File: src/design/assert_macros.svh
// Assertion macros used by the statement classifier top level.
`ifndef ASSERT_MACROS_SVH
`define ASSERT_MACROS_SVH

// Checked on every clock edge outside reset.
`define SSTC_ASSERT(label, prop, msg) \
  label: assert property (@(posedge clk) disable iff (!rst_n) prop) \
    else $error(msg);

// Checked on every clock edge, reset included.
`define SSTC_ASSERT_ALWAYS(label, prop, msg) \
  label: assert property (@(posedge clk) prop) \
    else $error(msg);

`endif

File: src/design/sstc_pkg.sv
// Types, token codes and the keyword sequence table of the statement classifier.
package sstc_pkg;

  localparam int unsigned PREFIX_DEPTH = 9;
  localparam int unsigned ROM_SIZE     = 27;
  localparam int unsigned ROM_WIDTH    = 8;
  localparam int unsigned CNT_W        = $clog2(PREFIX_DEPTH + 1);
  localparam int unsigned COL_W        = $clog2(ROM_WIDTH);
  localparam int unsigned CMP_W        = (CNT_W > 4) ? CNT_W : 4;

  // token kinds
  localparam logic [5:0] K_NONE      = 6'd0;
  localparam logic [5:0] K_DECLARE   = 6'd1;
  localparam logic [5:0] K_FUNCTION  = 6'd2;
  localparam logic [5:0] K_PROCEDURE = 6'd3;
  localparam logic [5:0] K_PACKAGE   = 6'd4;
  localparam logic [5:0] K_BODY      = 6'd5;
  localparam logic [5:0] K_BEGIN     = 6'd6;
  localparam logic [5:0] K_SEMI      = 6'd19;
  localparam logic [5:0] K_CREATE    = 6'd33;
  localparam logic [5:0] K_LESS      = 6'd40;
  localparam logic [5:0] K_TRIGGER   = 6'd42;
  localparam logic [5:0] K_TYPE      = 6'd43;
  localparam logic [5:0] K_OR        = 6'd44;
  localparam logic [5:0] K_REPLACE   = 6'd45;
  localparam logic [5:0] K_DOT       = 6'd46;
  localparam logic [5:0] K_COLON     = 6'd47;
  localparam logic [5:0] K_EQUAL     = 6'd48;
  localparam logic [5:0] K_COMPOUND  = 6'd49;
  localparam logic [5:0] K_JAVA      = 6'd50;
  localparam logic [5:0] K_SOURCE    = 6'd51;
  localparam logic [5:0] K_AND       = 6'd52;
  localparam logic [5:0] K_COMPILE   = 6'd53;
  localparam logic [5:0] K_NAMED     = 6'd54;
  localparam logic [5:0] K_WITH      = 6'd55;
  localparam logic [5:0] K_COMMENT   = 6'd56;
  localparam logic [5:0] K_EOL       = 6'd57;
  localparam logic [5:0] K_EOS       = 6'd58;
  localparam logic [5:0] K_EOF       = 6'd59;

  // statement types
  localparam logic [3:0] ST_SQL         = 4'd0;
  localparam logic [3:0] ST_WITH        = 4'd1;
  localparam logic [3:0] ST_BLOCK       = 4'd2;
  localparam logic [3:0] ST_FUNCTION    = 4'd3;
  localparam logic [3:0] ST_PROCEDURE   = 4'd4;
  localparam logic [3:0] ST_PACKAGE     = 4'd5;
  localparam logic [3:0] ST_PACKAGE_BDY = 4'd6;
  localparam logic [3:0] ST_TRIGGER     = 4'd7;
  localparam logic [3:0] ST_TYPE        = 4'd8;
  localparam logic [3:0] ST_TYPE_BODY   = 4'd9;
  localparam logic [3:0] ST_JAVA        = 4'd10;
  localparam logic [3:0] ST_JAVA_SOURCE = 4'd11;

  typedef enum logic [1:0] {
    PH_TYPE    = 2'd0,
    PH_NAME    = 2'd1,
    PH_PENDING = 2'd2,
    PH_DONE    = 2'd3
  } phase_t;

  typedef struct packed {
    logic        mode;
    logic [5:0]  token_kind;
    logic [15:0] token_line;
    logic [11:0] token_offset;
  } in_t;

  typedef struct packed {
    logic [1:0]  phase;
    logic [3:0]  statement_type;
    logic        needs_closing_semicolon;
    logic        may_have_errors;
    logic        name_valid;
    logic        owner_valid;
    logic [15:0] owner_line;
    logic [11:0] owner_offset;
    logic [15:0] name_line;
    logic [11:0] name_offset;
    logic        bind_variable;
    logic [5:0]  end_kind;
  } out_t;

  localparam logic [5:0] ROM_TOK [ROM_SIZE][ROM_WIDTH] = '{
    '{K_WITH, K_PROCEDURE, K_NONE, K_NONE, K_NONE, K_NONE, K_NONE, K_NONE},
    '{K_WITH, K_FUNCTION, K_NONE, K_NONE, K_NONE, K_NONE, K_NONE, K_NONE},
    '{K_LESS, K_LESS, K_NONE, K_NONE, K_NONE, K_NONE, K_NONE, K_NONE},
    '{K_DECLARE, K_NONE, K_NONE, K_NONE, K_NONE, K_NONE, K_NONE, K_NONE},
    '{K_BEGIN, K_NONE, K_NONE, K_NONE, K_NONE, K_NONE, K_NONE, K_NONE},
    '{K_CREATE, K_FUNCTION, K_NONE, K_NONE, K_NONE, K_NONE, K_NONE, K_NONE},
    '{K_CREATE, K_PACKAGE, K_BODY, K_NONE, K_NONE, K_NONE, K_NONE, K_NONE},
    '{K_CREATE, K_PACKAGE, K_NONE, K_NONE, K_NONE, K_NONE, K_NONE, K_NONE},
    '{K_CREATE, K_PROCEDURE, K_NONE, K_NONE, K_NONE, K_NONE, K_NONE, K_NONE},
    '{K_CREATE, K_TRIGGER, K_NONE, K_NONE, K_NONE, K_NONE, K_NONE, K_NONE},
    '{K_CREATE, K_TYPE, K_BODY, K_NONE, K_NONE, K_NONE, K_NONE, K_NONE},
    '{K_CREATE, K_TYPE, K_NONE, K_NONE, K_NONE, K_NONE, K_NONE, K_NONE},
    '{K_CREATE, K_OR, K_REPLACE, K_FUNCTION, K_NONE, K_NONE, K_NONE, K_NONE},
    '{K_CREATE, K_OR, K_REPLACE, K_PACKAGE, K_BODY, K_NONE, K_NONE, K_NONE},
    '{K_CREATE, K_OR, K_REPLACE, K_PACKAGE, K_NONE, K_NONE, K_NONE, K_NONE},
    '{K_CREATE, K_OR, K_REPLACE, K_PROCEDURE, K_NONE, K_NONE, K_NONE, K_NONE},
    '{K_CREATE, K_OR, K_REPLACE, K_TRIGGER, K_NONE, K_NONE, K_NONE, K_NONE},
    '{K_CREATE, K_OR, K_REPLACE, K_TYPE, K_BODY, K_NONE, K_NONE, K_NONE},
    '{K_CREATE, K_OR, K_REPLACE, K_TYPE, K_NONE, K_NONE, K_NONE, K_NONE},
    '{K_CREATE, K_OR, K_REPLACE, K_AND, K_COMPILE, K_JAVA, K_SOURCE, K_NAMED},
    '{K_CREATE, K_OR, K_REPLACE, K_JAVA, K_SOURCE, K_NAMED, K_NONE, K_NONE},
    '{K_CREATE, K_AND, K_COMPILE, K_JAVA, K_SOURCE, K_NAMED, K_NONE, K_NONE},
    '{K_CREATE, K_JAVA, K_SOURCE, K_NAMED, K_NONE, K_NONE, K_NONE, K_NONE},
    '{K_CREATE, K_OR, K_REPLACE, K_AND, K_COMPILE, K_JAVA, K_NONE, K_NONE},
    '{K_CREATE, K_OR, K_REPLACE, K_JAVA, K_NONE, K_NONE, K_NONE, K_NONE},
    '{K_CREATE, K_AND, K_COMPILE, K_JAVA, K_NONE, K_NONE, K_NONE, K_NONE},
    '{K_CREATE, K_JAVA, K_NONE, K_NONE, K_NONE, K_NONE, K_NONE, K_NONE}
  };

  localparam logic [3:0] ROM_LEN [ROM_SIZE] = '{
    4'd2, 4'd2, 4'd2, 4'd1, 4'd1, 4'd2, 4'd3, 4'd2, 4'd2, 4'd2, 4'd3, 4'd2, 4'd4, 4'd5,
    4'd4, 4'd4, 4'd4, 4'd5, 4'd4, 4'd8, 4'd6, 4'd6, 4'd4, 4'd6, 4'd4, 4'd4, 4'd2
  };

  localparam logic [3:0] ROM_TYPE [ROM_SIZE] = '{
    ST_WITH, ST_WITH, ST_BLOCK, ST_BLOCK, ST_BLOCK, ST_FUNCTION, ST_PACKAGE_BDY,
    ST_PACKAGE, ST_PROCEDURE, ST_TRIGGER, ST_TYPE_BODY, ST_TYPE, ST_FUNCTION,
    ST_PACKAGE_BDY, ST_PACKAGE, ST_PROCEDURE, ST_TRIGGER, ST_TYPE_BODY, ST_TYPE,
    ST_JAVA_SOURCE, ST_JAVA_SOURCE, ST_JAVA_SOURCE, ST_JAVA_SOURCE,
    ST_JAVA, ST_JAVA, ST_JAVA, ST_JAVA
  };

endpackage

File: src/design/sstc_core.sv
// Statement state and per-token update: sequence match, name capture, terminator watch.
module sstc_core (
  input  logic          clk,
  input  logic          rst_n,
  input  logic          en,
  input  sstc_pkg::in_t item,
  output sstc_pkg::out_t result
);

  sstc_pkg::phase_t               phase_r, phase_nxt;
  logic [3:0]                     type_r, type_nxt;
  logic [sstc_pkg::ROM_SIZE-1:0]  alive_r, alive_nxt;
  logic [sstc_pkg::CNT_W-1:0]     count_r, count_nxt;
  logic                           first_vld_r, first_vld_nxt;
  logic [15:0]                    first_line_r, first_line_nxt;
  logic [11:0]                    first_off_r, first_off_nxt;
  logic                           second_vld_r, second_vld_nxt;
  logic [15:0]                    second_line_r, second_line_nxt;
  logic [11:0]                    second_off_r, second_off_nxt;
  logic [5:0]                     prev_r, prev_nxt;
  logic [5:0]                     term_r, term_nxt;

  logic [sstc_pkg::ROM_SIZE-1:0]  cand;
  logic [sstc_pkg::ROM_SIZE-1:0]  exact;
  logic [3:0]                     exact_type;
  logic                           pushed;
  logic                           bind_hit;
  logic [5:0]                     kind;

  assign kind   = item.token_kind;
  assign pushed = count_r < sstc_pkg::CNT_W'(sstc_pkg::PREFIX_DEPTH);

  // Sequences still alive after this token, and those already complete without it.
  always_comb begin
    exact_type = sstc_pkg::ST_SQL;
    for (int i = 0; i < sstc_pkg::ROM_SIZE; i++) begin
      cand[i]  = alive_r[i] && pushed &&
                 (sstc_pkg::CMP_W'(sstc_pkg::ROM_LEN[i]) > sstc_pkg::CMP_W'(count_r)) &&
                 (sstc_pkg::ROM_TOK[i][count_r[sstc_pkg::COL_W-1:0]] == kind);
      exact[i] = alive_r[i] &&
                 (sstc_pkg::CMP_W'(sstc_pkg::ROM_LEN[i]) == sstc_pkg::CMP_W'(count_r));
      exact_type = exact_type | (exact[i] ? sstc_pkg::ROM_TYPE[i] : 4'd0);
    end
  end

  always_comb begin
    phase_nxt       = phase_r;
    type_nxt        = type_r;
    alive_nxt       = alive_r;
    count_nxt       = count_r;
    first_vld_nxt   = first_vld_r;
    first_line_nxt  = first_line_r;
    first_off_nxt   = first_off_r;
    second_vld_nxt  = second_vld_r;
    second_line_nxt = second_line_r;
    second_off_nxt  = second_off_r;
    prev_nxt        = prev_r;
    term_nxt        = term_r;
    bind_hit        = 1'b0;
    if (en) begin
      if (item.mode) begin
        phase_nxt      = sstc_pkg::PH_TYPE;
        type_nxt       = sstc_pkg::ST_SQL;
        alive_nxt      = '1;
        count_nxt      = '0;
        first_vld_nxt  = 1'b0;
        second_vld_nxt = 1'b0;
        prev_nxt       = sstc_pkg::K_NONE;
        term_nxt       = sstc_pkg::K_NONE;
      end else if (kind != sstc_pkg::K_COMMENT) begin
        bind_hit = (prev_r == sstc_pkg::K_COLON) && (kind != sstc_pkg::K_EQUAL);
        prev_nxt = kind;
        case (phase_r)
          sstc_pkg::PH_TYPE: begin
            if (type_r == sstc_pkg::ST_SQL && kind != sstc_pkg::K_EOL) begin
              if (|cand) begin
                alive_nxt = cand;
                count_nxt = count_r + sstc_pkg::CNT_W'(1);
              end else if (|exact) begin
                // the breaking token becomes the first name token
                type_nxt       = exact_type;
                phase_nxt      = sstc_pkg::PH_NAME;
                first_vld_nxt  = kind != sstc_pkg::K_NONE;
                first_line_nxt = item.token_line;
                first_off_nxt  = item.token_offset;
              end else begin
                phase_nxt = sstc_pkg::PH_PENDING;
              end
            end
          end
          sstc_pkg::PH_NAME: begin
            if (!first_vld_r) begin
              first_vld_nxt  = kind != sstc_pkg::K_NONE;
              first_line_nxt = item.token_line;
              first_off_nxt  = item.token_offset;
            end else if (kind != sstc_pkg::K_DOT && prev_r == sstc_pkg::K_DOT) begin
              second_vld_nxt  = kind != sstc_pkg::K_NONE;
              second_line_nxt = item.token_line;
              second_off_nxt  = item.token_offset;
            end else if (kind != sstc_pkg::K_DOT) begin
              phase_nxt = sstc_pkg::PH_PENDING;
            end
          end
          sstc_pkg::PH_PENDING: begin
            if (type_r == sstc_pkg::ST_SQL) begin
              if (kind == sstc_pkg::K_SEMI || kind == sstc_pkg::K_EOS) begin
                phase_nxt = sstc_pkg::PH_DONE;
                term_nxt  = kind;
              end
            end else if (type_r == sstc_pkg::ST_WITH) begin
              if (kind == sstc_pkg::K_EOS) begin
                phase_nxt = sstc_pkg::PH_DONE;
                term_nxt  = kind;
              end
            end else if (kind == sstc_pkg::K_EOF || kind == sstc_pkg::K_EOS) begin
              phase_nxt = sstc_pkg::PH_DONE;
              term_nxt  = kind;
            end
          end
          default: begin
          end
        endcase
      end
    end
  end

  always_ff @(posedge clk) begin
    if (!rst_n) begin
      phase_r      <= sstc_pkg::PH_TYPE;
      type_r       <= sstc_pkg::ST_SQL;
      alive_r      <= '1;
      count_r      <= '0;
      first_vld_r  <= 1'b0;
      second_vld_r <= 1'b0;
      prev_r       <= sstc_pkg::K_NONE;
      term_r       <= sstc_pkg::K_NONE;
    end else begin
      phase_r      <= phase_nxt;
      type_r       <= type_nxt;
      alive_r      <= alive_nxt;
      count_r      <= count_nxt;
      first_vld_r  <= first_vld_nxt;
      second_vld_r <= second_vld_nxt;
      prev_r       <= prev_nxt;
      term_r       <= term_nxt;
    end
  end

  always_ff @(posedge clk) begin
    first_line_r  <= first_line_nxt;
    first_off_r   <= first_off_nxt;
    second_line_r <= second_line_nxt;
    second_off_r  <= second_off_nxt;
  end

  // Report the state as it stands after this token.
  always_comb begin
    result                         = '0;
    result.phase                   = phase_nxt;
    result.statement_type          = type_nxt;
    result.needs_closing_semicolon = (type_nxt >= sstc_pkg::ST_BLOCK) &&
                                     (type_nxt <= sstc_pkg::ST_TYPE_BODY);
    result.may_have_errors         = (type_nxt >= sstc_pkg::ST_FUNCTION) &&
                                     (type_nxt <= sstc_pkg::ST_JAVA_SOURCE);
    if (second_vld_nxt) begin
      result.name_valid   = 1'b1;
      result.owner_valid  = 1'b1;
      result.owner_line   = first_line_nxt;
      result.owner_offset = first_off_nxt;
      result.name_line    = second_line_nxt;
      result.name_offset  = second_off_nxt;
    end else if (first_vld_nxt) begin
      result.name_valid  = 1'b1;
      result.name_line   = first_line_nxt;
      result.name_offset = first_off_nxt;
    end
    result.bind_variable = bind_hit;
    result.end_kind      = (phase_nxt == sstc_pkg::PH_DONE) ? term_nxt : sstc_pkg::K_NONE;
  end

endmodule

File: src/design/sql_statement_type_classifier.sv
// Top level of the SQL statement type classifier: beat registers around the classifier core.
// Classifies one SQL / PL-SQL statement from its lexed tokens, one token beat per clock
// cycle sustained while the output is not stalled; each token beat gives one result beat
// through the input register, then the result register. The rate is set by the state
// update, which compares the token against all 27 keyword sequences in parallel.
// Mode 1 clears the statement state; comment tokens leave it untouched. The input side
// keeps taking beats while a result waits on a stalled output, until both registers hold.
`include "assert_macros.svh"

module sql_statement_type_classifier (
  input  logic           clk,
  input  logic           rst_n,
  input  logic           in_valid,
  output logic           in_stall,
  input  sstc_pkg::in_t  in_data,
  output logic           out_valid,
  input  logic           out_stall,
  output sstc_pkg::out_t out_data
);

  logic           in_vld_r, in_vld_nxt;
  sstc_pkg::in_t  in_r;
  logic           out_vld_r, out_vld_nxt;
  sstc_pkg::out_t out_r;
  sstc_pkg::out_t result;
  logic           adv;
  logic           take;

  assign adv      = in_vld_r && (!out_vld_r || !out_stall);
  assign in_stall = in_vld_r && !adv;
  assign take     = in_valid && !in_stall;

  always_comb begin
    in_vld_nxt = in_vld_r;
    if (take) begin
      in_vld_nxt = 1'b1;
    end else if (adv) begin
      in_vld_nxt = 1'b0;
    end
    out_vld_nxt = out_vld_r;
    if (adv) begin
      out_vld_nxt = 1'b1;
    end else if (!out_stall) begin
      out_vld_nxt = 1'b0;
    end
  end

  always_ff @(posedge clk) begin
    if (!rst_n) begin
      in_vld_r  <= 1'b0;
      out_vld_r <= 1'b0;
    end else begin
      in_vld_r  <= in_vld_nxt;
      out_vld_r <= out_vld_nxt;
    end
  end

  always_ff @(posedge clk) begin
    if (take) begin
      in_r <= in_data;
    end
    if (adv) begin
      out_r <= result;
    end
  end

  sstc_core u_core (
    .clk    (clk),
    .rst_n  (rst_n),
    .en     (adv),
    .item   (in_r),
    .result (result)
  );

  assign out_valid = out_vld_r;
  assign out_data  = out_r;

  `SSTC_ASSERT_ALWAYS(a_reset_empty, !rst_n |=> !out_valid && !in_stall, "beat after reset")
  `SSTC_ASSERT(a_adv_gives_result, adv |=> out_valid, "result beat lost")
  `SSTC_ASSERT(a_end_only_done, out_valid && out_data.end_kind != sstc_pkg::K_NONE |-> out_data.phase == sstc_pkg::PH_DONE, "end kind outside completed phase")
  `SSTC_ASSERT(a_owner_has_name, out_valid && out_data.owner_valid |-> out_data.name_valid, "owner without name")
  `SSTC_ASSERT(a_type_phase_sql, out_valid && out_data.phase == sstc_pkg::PH_TYPE |-> out_data.statement_type == sstc_pkg::ST_SQL && !out_data.name_valid, "type set during recognition")

endmodule
File: config.mk
export PLATFORM = sky130hd
export DESIGN_NAME = sql_statement_type_classifier
export DESIGN_NICKNAME = d
export VERILOG_FILES = /design/src/design/sstc_pkg.sv /design/src/design/sstc_core.sv /design/src/design/sql_statement_type_classifier.sv
export VERILOG_INCLUDE_DIRS = /design/src /design/src/design
export SDC_FILE = /design/constraint.sdc
export NUM_CORES = 1
export LEC_CHECK = 0
export ABC_AREA = 1
export BUFFER_PORTS_ARGS = -buffer_cell sky130_fd_sc_hd__buf_4
export CAP_MARGIN = 20
export CORE_ASPECT_RATIO = 0.75
export CORE_MARGIN = 2
export CORE_UTILIZATION = 40
export DETAILED_ROUTE_END_ITERATION = 8
export SYNTH_ARGS = -nofsm -noshare
export SYNTH_HDL_FRONTEND = slang
export SYNTH_HIERARCHICAL = 1
export SYNTH_SLANG_ARGS = --single-unit
File: constraint.sdc
create_clock -name clk -period 10.6 [get_ports clk]
set_input_delay 1.06 -clock clk [delete_from_list [all_inputs] [get_ports clk]]
set_output_delay 1.06 -clock clk [all_outputs]
set_load 0.01 [all_outputs]
======== After elaboration in Yosys (flattened, before gate mapping) ========
Memory sizes are Yosys's and may differ from the RTL's.
Index checks and enable logic that the tools add are counted.
Widths: inputs -> output; s select.
storage, ports and cells
  logic and storage cells ................. 457
  register bits ........................... 217
  input port bits ......................... 39
  bits in read-only memories .............. 1296
  memories ................................ 27
  output and inout bits ................... 75
operators by class
  mux-type cells .......................... 174
  reduce and logical (&&, ||, !) cells .... 136
  $lt $le $gt $ge ......................... 13
  add/sub/neg operators ................... 1
  bitwise gates (word level) .............. 28
  equal/unequal tests ..................... 48
memory list
  memory            words  bits a word  rd ports  clocked after Yosys merged registers in  write ports  RTL line         source
  (no name shown)   8      6            1         0                                        0            sstc_core.sv:39  (sstc_pkg::ROM_TOK[i][count_r[sstc_pkg::COL_W-1:0]] == kind);
  (no name shown)   8      6            1         0                                        0            sstc_core.sv:39
  (no name shown)   8      6            1         0                                        0            sstc_core.sv:39
  (no name shown)   8      6            1         0                                        0            sstc_core.sv:39
  (no name shown)   8      6            1         0                                        0            sstc_core.sv:39
  (no name shown)   8      6            1         0                                        0            sstc_core.sv:39
  21 more memories  n/a    n/a          n/a       n/a                                      n/a          n/a
operators with widths
  cell                number
  $mux 6              65
  $mux 16             13
  $eq 6x6->1          27
  $mux 12             13
  $mux 27             5
  $logic_and 1x1->1   116
  $or 4x4->4          26
  $mux 4              24
  $mux 28             2
  $reduce_or 27->1    2
  $mux 2              19
  $pmux 16 s2         1
  $mux 29             1
  $eq 6x6->1 const B  4
  $mux 3              8
  $ne 6x6->1 const B  4
  $pmux 12 s2         1
  $mux 1              20
  $eq 3x4->1 const A  3
  $gt 3x4->1 const A  3
  $reduce_bool 2->1   5
  $eq 2x4->1 const A  2
  $ge 4x2->1 const B  2
  $gt 2x4->1 const A  2
  other kinds (25)    32

======== Logic depth before layout (Yosys ltp) ========
Gate-level depths: netlist of run 1.
  depth in word-level cells ............... 38
  gate-level depth with buffers ........... 28
  gate-level depth less buffers ........... 25

======== Hierarchy ========
The synthesis of run 1 kept the hierarchy.
modules (own cells, without submodules)
  module                         instances  seq. area each (µm²)  area each (µm²)  cells an instance
  sstc_core                      1          2142.1                8003.9           1392
  sql_statement_type_classifier  1          3283.1                3338.2           121

======== Least setup slack after synthesis of run 1 ========
OpenSTA, ideal clock, no wires.
  path type ............................... input port to flip-flop
  from .................................... input out_stall
  to ...................................... register out_r (netlist bit out_data[37]) (data pin)
  stages .................................. 10
  buffers on the path ..................... 1
  arrival ................................. 7.766 ns
  required time ........................... 10.345 ns
  setup slack ............................. 2.579 ns
  library setup time ...................... 0.255 ns
  cell sequence ........................... a21oi_1 -> clkinv_1 -> nor2_1 -> inv_1 -> nor2_2 -> clkinv_1 -> buf_1 -> nor2_1 -> a21boi_1 -> and2_1
between the ends
  longest elaborated chain between the ends .. 4
  elaborated cells between the ends (all ways) .. 5
  classes of those cells .................. mux: 2; reduce/logical: 3
ends and longest elaborated chain
  what                         RTL line                             source
  start: declaration           sql_statement_type_classifier.sv:17  input logic out_stall,
  $logic_not 1->1              n/a
  $logic_or 1x1->1             sql_statement_type_classifier.sv:29  assign adv = in_vld_r && (!out_vld_r || !out_stall);
  $logic_and 1x1->1            sql_statement_type_classifier.sv:29
  $mux 12                      sstc_core.sv:60                      if (en) begin
  net u_core.first_off_nxt[2]  sstc_core.sv:16                      logic [11:0] first_off_r, first_off_nxt;
  end signal: assignment       sql_statement_type_classifier.sv:63  out_r <= result;
  end: declaration             sql_statement_type_classifier.sv:24  sstc_pkg::out_t out_r;
The timed path passes the listed nets, and every way through them passes these cells.
A chain may end at the register's enable or synchronous reset.

==> metrics, run 1 <==
Reg clk slew, reported paths=60 ps; Net count, final=1,643; sequential cell area=5425 sq um; Detail Route Antenna Nets=0; peak supply drop=0.0001095 V; crit path buf inv count=4; clock sink count=217; CTS Hold Buffers Added=0; startpoint class of the critical path=primary input; First-pass DRT Iterations=8; Yosys top cell by area=edfxtp_1; io pins=114; ys async rst share=0%; input/output buffers=113; Setup CP Type=in -> reg; Mapped Cells=1,513; Yosys warning total=6; Post-CTS Resized=0; Hold EP=u_core/prev_r[3]; top cells by area, synth=edfxtp_1, dfxtp_1, nand2_1, nand3_1, nor2_1; Max transition margin=30.42%; Mean Syn Cell Area=7.496 sq um; FP Rows=53; required time of the critical path=10,860 ps; Die Area=29,730 sq um; number of global-route vias before repair=9,580; Placer Congestion=0.9402; finished layout cell area=13,270 sq um; RSZ-0062 raised after global routing=no; All-Layer GR Usage=24.17%; placed instance area=12,480 sq um; sequential area share after synthesis=47.83%; cell with the most instances after synthesis=nand2_1; synthesized area=11,340 sq um; vias per inst=5.281; CP Max Fanout=27; predominant post-synthesis flop cell=dfxtp_1; drt drc=0; fmax=178.7 MHz; Tightest Hold Check Type=reg -> reg; Post-synth top cells=nand2_1, nor2_1, inv_1; Tcrit/Tclk final=52.81%; final worst path period need=5597 ps; Crit path largest cell delay=900 ps; crit path capture type=flop; syn_nets=1,564; Slew @ Worst Pin=1043 ps; outcome=completed; CP Cell Sequence=buf_4, a21oi_4, clkinv_1, nor2_1, inv_1, nor2_2, clkinv_1, a21oi_1, a21boi_1, nand3_1, nand2_1; Max stage delay cell, worst path=clkinv_1; DR iter-0 viols=1,136; HP Start=u_core/prev_r[3]; number of synthesized register bits=217; post-CTS setup buffer count=0; core area=27,980 sq um; first-pass GRT wire length=55,380 microns; CTS tree=yes; Multi-input gate area=5031 sq um; number of synthesized flops with an enable pin=108; Worst path top cell family by delay=buffers and inverters; die height=149.8 microns; Max Root-Sink Buffers=3; worst r2r src=in_vld_r; Design Power=2.253 mW; fraction of layout cells with a size suffix above 1=12.69%; clock root buffer=clkbuf_16; Fillers=2,788; CP dominant cell by count=clkinv_1; Unique masters post-synth=46; Crit path arrival time=5860 ps; Max-cap violations=0; Starting Density=40.53%; final setup TNS=0 ps; Pleak=6.263 nW; Num CTS Buffers=23; Fin Clk Skew=22.58 ps; Hold Path Depth=2; final core occ=47.40%; Final HPWL DP=24,590 microns; die width=198.4 microns; endpoints failing setup=0; initial antenna violation count=0; pin count of the biggest net entering global routing=59; Power Density=169.9 nW/um^2; later-pin clock latency in the skew report=520 ps; R2R Setup Slk=5280 ps; routed vias=10,530; RR Endpoint=out_data[34]; Routed WL=35,890 microns; total grt overflow=0; Fin. Hold Viols=0; H-tree depth=1; cells on worst reg2reg path=11; WL/cell=18.00 microns; top-area cell type share of the netlist area=28.59%; Layout area overhead=16.96%; final slew viol count=0
[metrics by stage]
stage / hold WS (ps) / std cells / setup WS [ps]
after floorplan: 437.8 / 1513 / 2579
after global placement: 450.1 / 1951 / 4618
after detailed placement: 452.3 / 1952 / 4509
after CTS: 462.1 / 1993 / 5066
after global routing: 480.7 / 1993 / 4561
final: 465.5 / 1994 / 5003
[flip-flops by register name, summed over array words and instances, names as in the netlist]
name / count
u_core/first_line_r: 16
out_valid: 1
u_core/count_r: 4
u_core/alive_r: 27
u_core/type_r: 4
in_r: 35
u_core/prev_r: 6
u_core/second_off_r: 12
in_vld_r: 1
u_core/second_vld_r: 1
u_core/first_off_r: 12
out_data: 73
u_core/second_line_r: 16
u_core/term_r: 6
u_core/first_vld_r: 1
u_core/phase_r: 2
[cells by family (layout without fill, tap and decap cells)]
kind of cell | count (synthesis) | after routing | synth area share (%)
AND/OR/NAND/NOR | 821 | 821 | 30.38
other | 0 | 1 | 0
multiplexers | 9 | 9 | 0.8936
XOR/XNOR | 3 | 3 | 0.2317
buffers and inverters | 226 | 321 | 8.053
flip-flops | 217 | 217 | 47.83
adder cells (fa/ha/maj) | 12 | 12 | 1.324
AO/OA/AOI/OAI | 225 | 225 | 11.29
[placed cells by master, fill, tap and decap left out, types with 13 or more instances in the layout]
master,netlist,final
a21boi_1,13,13
a21oi_1,71,70
and2_1,32,32
buf_4,6,124
clkbuf_16,0,23
dfxtp_1,109,109
edfxtp_1,108,108
inv_1,141,141
nand2_1,470,470
nand3_1,126,126
nor2_1,148,146
o211ai_1,22,22
o21ai_0,79,78
o21ai_1,18,18
[layout make-up]
class,count,area share (%)
Clock buffer,28,4.782
Timing Repair Buffer,125,7.225
Tap cell,385,3.631
Clock inverter,13,1.132
Antenna cell,1,0.01886
Inverter,155,4.386
Multi-Input combinational cell,1070,37.93
Sequential cell,217,40.90
[worst min-delay path: cells and delay by family, from the launching register on]
family           cells  cell delay (ps)
AO/OA/AOI/OAI        1               50
AND/OR/NAND/NOR      1               60
flip-flops           1              310
[how the worst max path moves through the flow]
stage / startpoint / end / slack (ps) / cells after the start
4_1_cts: out_stall / out_data[34] / 5070 / 11
3_5_place_dp: out_stall / out_data[34] / 4510 / 11
6_report: out_stall / out_data[34] / 5000 / 11
5_1_grt: out_stall / out_data[34] / 4560 / 11
2_1_floorplan: out_stall / out_data[37] / 2580 / 10
3_3_place_gp: out_stall / out_data[34] / 4620 / 11
[power by group]
group          switching [mW]  internal (mW)  leakage (nW)
Combinational           0.266          0.137          3.94
Sequential             0.0426          0.967          1.94
Clock                   0.341          0.500         0.384
Total                   0.649           1.60          6.26
[per-layer routing]
layer / wire length [microns] / vias up / share of wire, % / GRT usage (%)
met5: 0 / - / 0 / 0
met4: 511 / 0 / 1.4 / 4.963
met3: 3367 / 46 / 9.4 / 3.741
met2: 14220 / 485 / 40 / 33.40
met1: 17780 / 4901 / 50 / 38.99
li1: - / 5098 / - / -
(Power assumes the default switching activity.)
==> run 2: changes to the inputs <==
Clock period 10.6 ns to 4.7 ns, I/O delays scaled along.
==> run 2 against run 1 <==
Design area rose by 1.5%; non-clock buffer count is 31 higher; critical path depth is 13 higher; die area did not move; critical path type is now reg -> reg; critical endpoint is now out_data[10]; largest power group unchanged; highest routed layer unchanged.
==> metrics, run 2 (synthesized netlist as in run 1, its figures left out) <==
Final HPWL DP=25,830 microns (+5.0%); outcome=completed; startpoint class of the critical path=flop; input/output buffers=113 (unchanged); die width=198.4 microns (unchanged); diode count=0 (-1); fraction of layout cells with a size suffix above 1=14.09% (+1.4 points); Max stage delay cell, worst path=nor2_1; Setup CP Type=reg -> reg; Reg clk slew, reported paths=70 ps (about the same); initial antenna violation count=0 (unchanged); post-route insts no fill=2,024 (+1.5%); Num CTS Buffers=23 (unchanged); WL/cell=18.01 microns (about the same); Net count, final=1,674 (+1.9%); first-pass GRT wire length=55,340 microns (about the same); Placer Congestion=0.9655 (+2.7%); Post-CTS Resized=0 (unchanged); required time of the critical path=4960 ps (-5900 ps); Starting Density=40.53% (unchanged); H-tree depth=1 (unchanged); CTS Hold Buffers Added=0 (unchanged); endpoints failing setup=0 (unchanged); clock root buffer=clkbuf_16; # placed instances=1,982 (+1.5%); CP Max Fanout=11 (-59%); drt drc=0 (unchanged); CP dominant cell by count=nand2_1; final setup TNS=0 ps (unchanged); peak supply drop=0.0002995 V (+170%); All-Layer GR Usage=24.32% (+0.15 points); Max-cap violations=0 (unchanged); Worst path top cell family by delay=simple AND/OR/NAND/NOR gates; Final Worst Setup Slack=562.5 ps (-4440 ps); commonest cells after routing, fill and taps aside=nand2_1, buf_4, nor2_1; dpl ws=361.1 ps (-4148 ps); routed vias=10,480 (-0.50%); crit path capture type=flop; Crit path largest cell delay=560 ps (-340 ps); final core occ=48.13% (+0.73 points); vias per inst=5.176 (-2.0%); Pleak=6.401 nW (+2.2%); pin count of the biggest net entering global routing=80 (+36%); Detail Route Antenna Nets=0 (unchanged); CP Cell Sequence=buf_4, ha_1, ha_1, inv_1, nand2_1, nand2_1, nand3_1, nor2_1, nand2_1, nand2_1, nor2_1, nand2_1, nor2_1, nand3_1, nor2_1, buf_6, buf_4, nand2_1, nand3_1, nand2_1, nand2_1, o21ai_1, nand3_1, nand2_1; Layout area overhead=18.75%; Power Density=371.9 nW/um^2 (+120%); Max transition margin=25.62% (-4.8 points); Die Area=29,730 sq um (unchanged); post-CTS setup buffer count=0 (unchanged); later-pin clock latency in the skew report=520 ps (about the same); First-pass DRT Iterations=8 (unchanged); crit path buf inv count=4 (unchanged); core area=27,980 sq um (unchanged); max FFs per register=73 (unchanged); final worst path period need=4137 ps; DR iter-0 viols=838 (-26%); Fin Clk Skew=13.68 ps (-8.901 ps); Crit path arrival time=4400 ps (-1460 ps); clock sink count=217 (unchanged); most common cell after layout, fill and taps aside=nand2_1; number of global-route vias before repair=9,492 (-0.92%); FP Rows=53 (unchanged); Routed WL=36,450 microns (+1.6%); Fin. Hold Viols=0 (unchanged); fmax=241.7 MHz; Tightest Hold Check Type=in -> reg; final slew viol count=0 (unchanged); io pins=114 (unchanged); total grt overflow=0 (unchanged); CTS tree=yes; Slew @ Worst Pin=1116 ps (+73.16 ps); R2R Setup Slk=560 ps (-4720 ps); RSZ-0062 raised after global routing=no; Tcrit/Tclk final=88.03%; Max Root-Sink Buffers=3 (unchanged); die height=149.8 microns (unchanged)
==> run 2: area by class of cell <==
class                           count  area, sq um
Multi-Input combinational cell   1070         5029
Clock inverter                      6        61.31
Fill cell                        2814        14520
Sequential cell                   217         5425
Clock buffer                       35        690.7
Inverter                          155        581.8
Timing Repair Buffer              156         1200
Tap cell                          385        481.7
==> run 2: worst paths after layout <==
path	cells after the start	start	end
setup / recovery	24	u_core/count_r[0]	out_data[10]
hold / removal	1	in_data[30]	in_r[30]
setup reg to reg	24	u_core/count_r[0]	out_data[10]
hold reg to reg	2	u_core/prev_r[5]	u_core/prev_r[5]
==> run 2: stage by stage <==
step / cell area (sq um) / power (mW) / hold WS, ps
after floorplan: 11350 / 2.921 / 437.8
after global placement: 12710 / 3.204 / 449.0
after detailed placement: 12710 / 3.225 / 452.4
after CTS: 13460 / 5.033 / 111.6
after global routing: 13470 / 5.245 / 108.8
final: 13470 / 5.009 / 130.8
==> run 2: per-layer routing <==
layer / vias to the layer above / routed length, microns / global-route usage (%)
met3: 41 / 3095 / 5.815
met5: - / 0 / 0
met4: 0 / 538 / 4.552
met2: 401 / 14670 / 34.21
met1: 4872 / 18150 / 37.64
li1: 5163 / - / -
==> run 2: worst register-to-register path: stages, from the launching register on <==
cell	delay, ps
dfxtp_1	330
buf_4	210
ha_1	300
ha_1	330
inv_1	100
nand2_1	120
nand2_1	140
nand3_1	150
nor2_1	90
nand2_1	140
nand2_1	70
nor2_1	90
nand2_1	50
nor2_1	170
nand3_1	190
nor2_1	560
buf_6	230
buf_4	160
nand2_1	60
nand3_1	60
nand2_1	50
nand2_1	50
o21ai_1	90
nand3_1	90
nand2_1	60
==> run 2: power breakdown <==
group / internal (mW) / total, mW / leakage (nW) / switching, mW
clock: 1.07 / 1.81 / 0.372 / 0.739
sequential: 2.18 / 2.26 / 1.94 / 0.0773
combinational: 0.332 / 0.946 / 4.09 / 0.614
total: 3.58 / 5.01 / 6.40 / 1.43
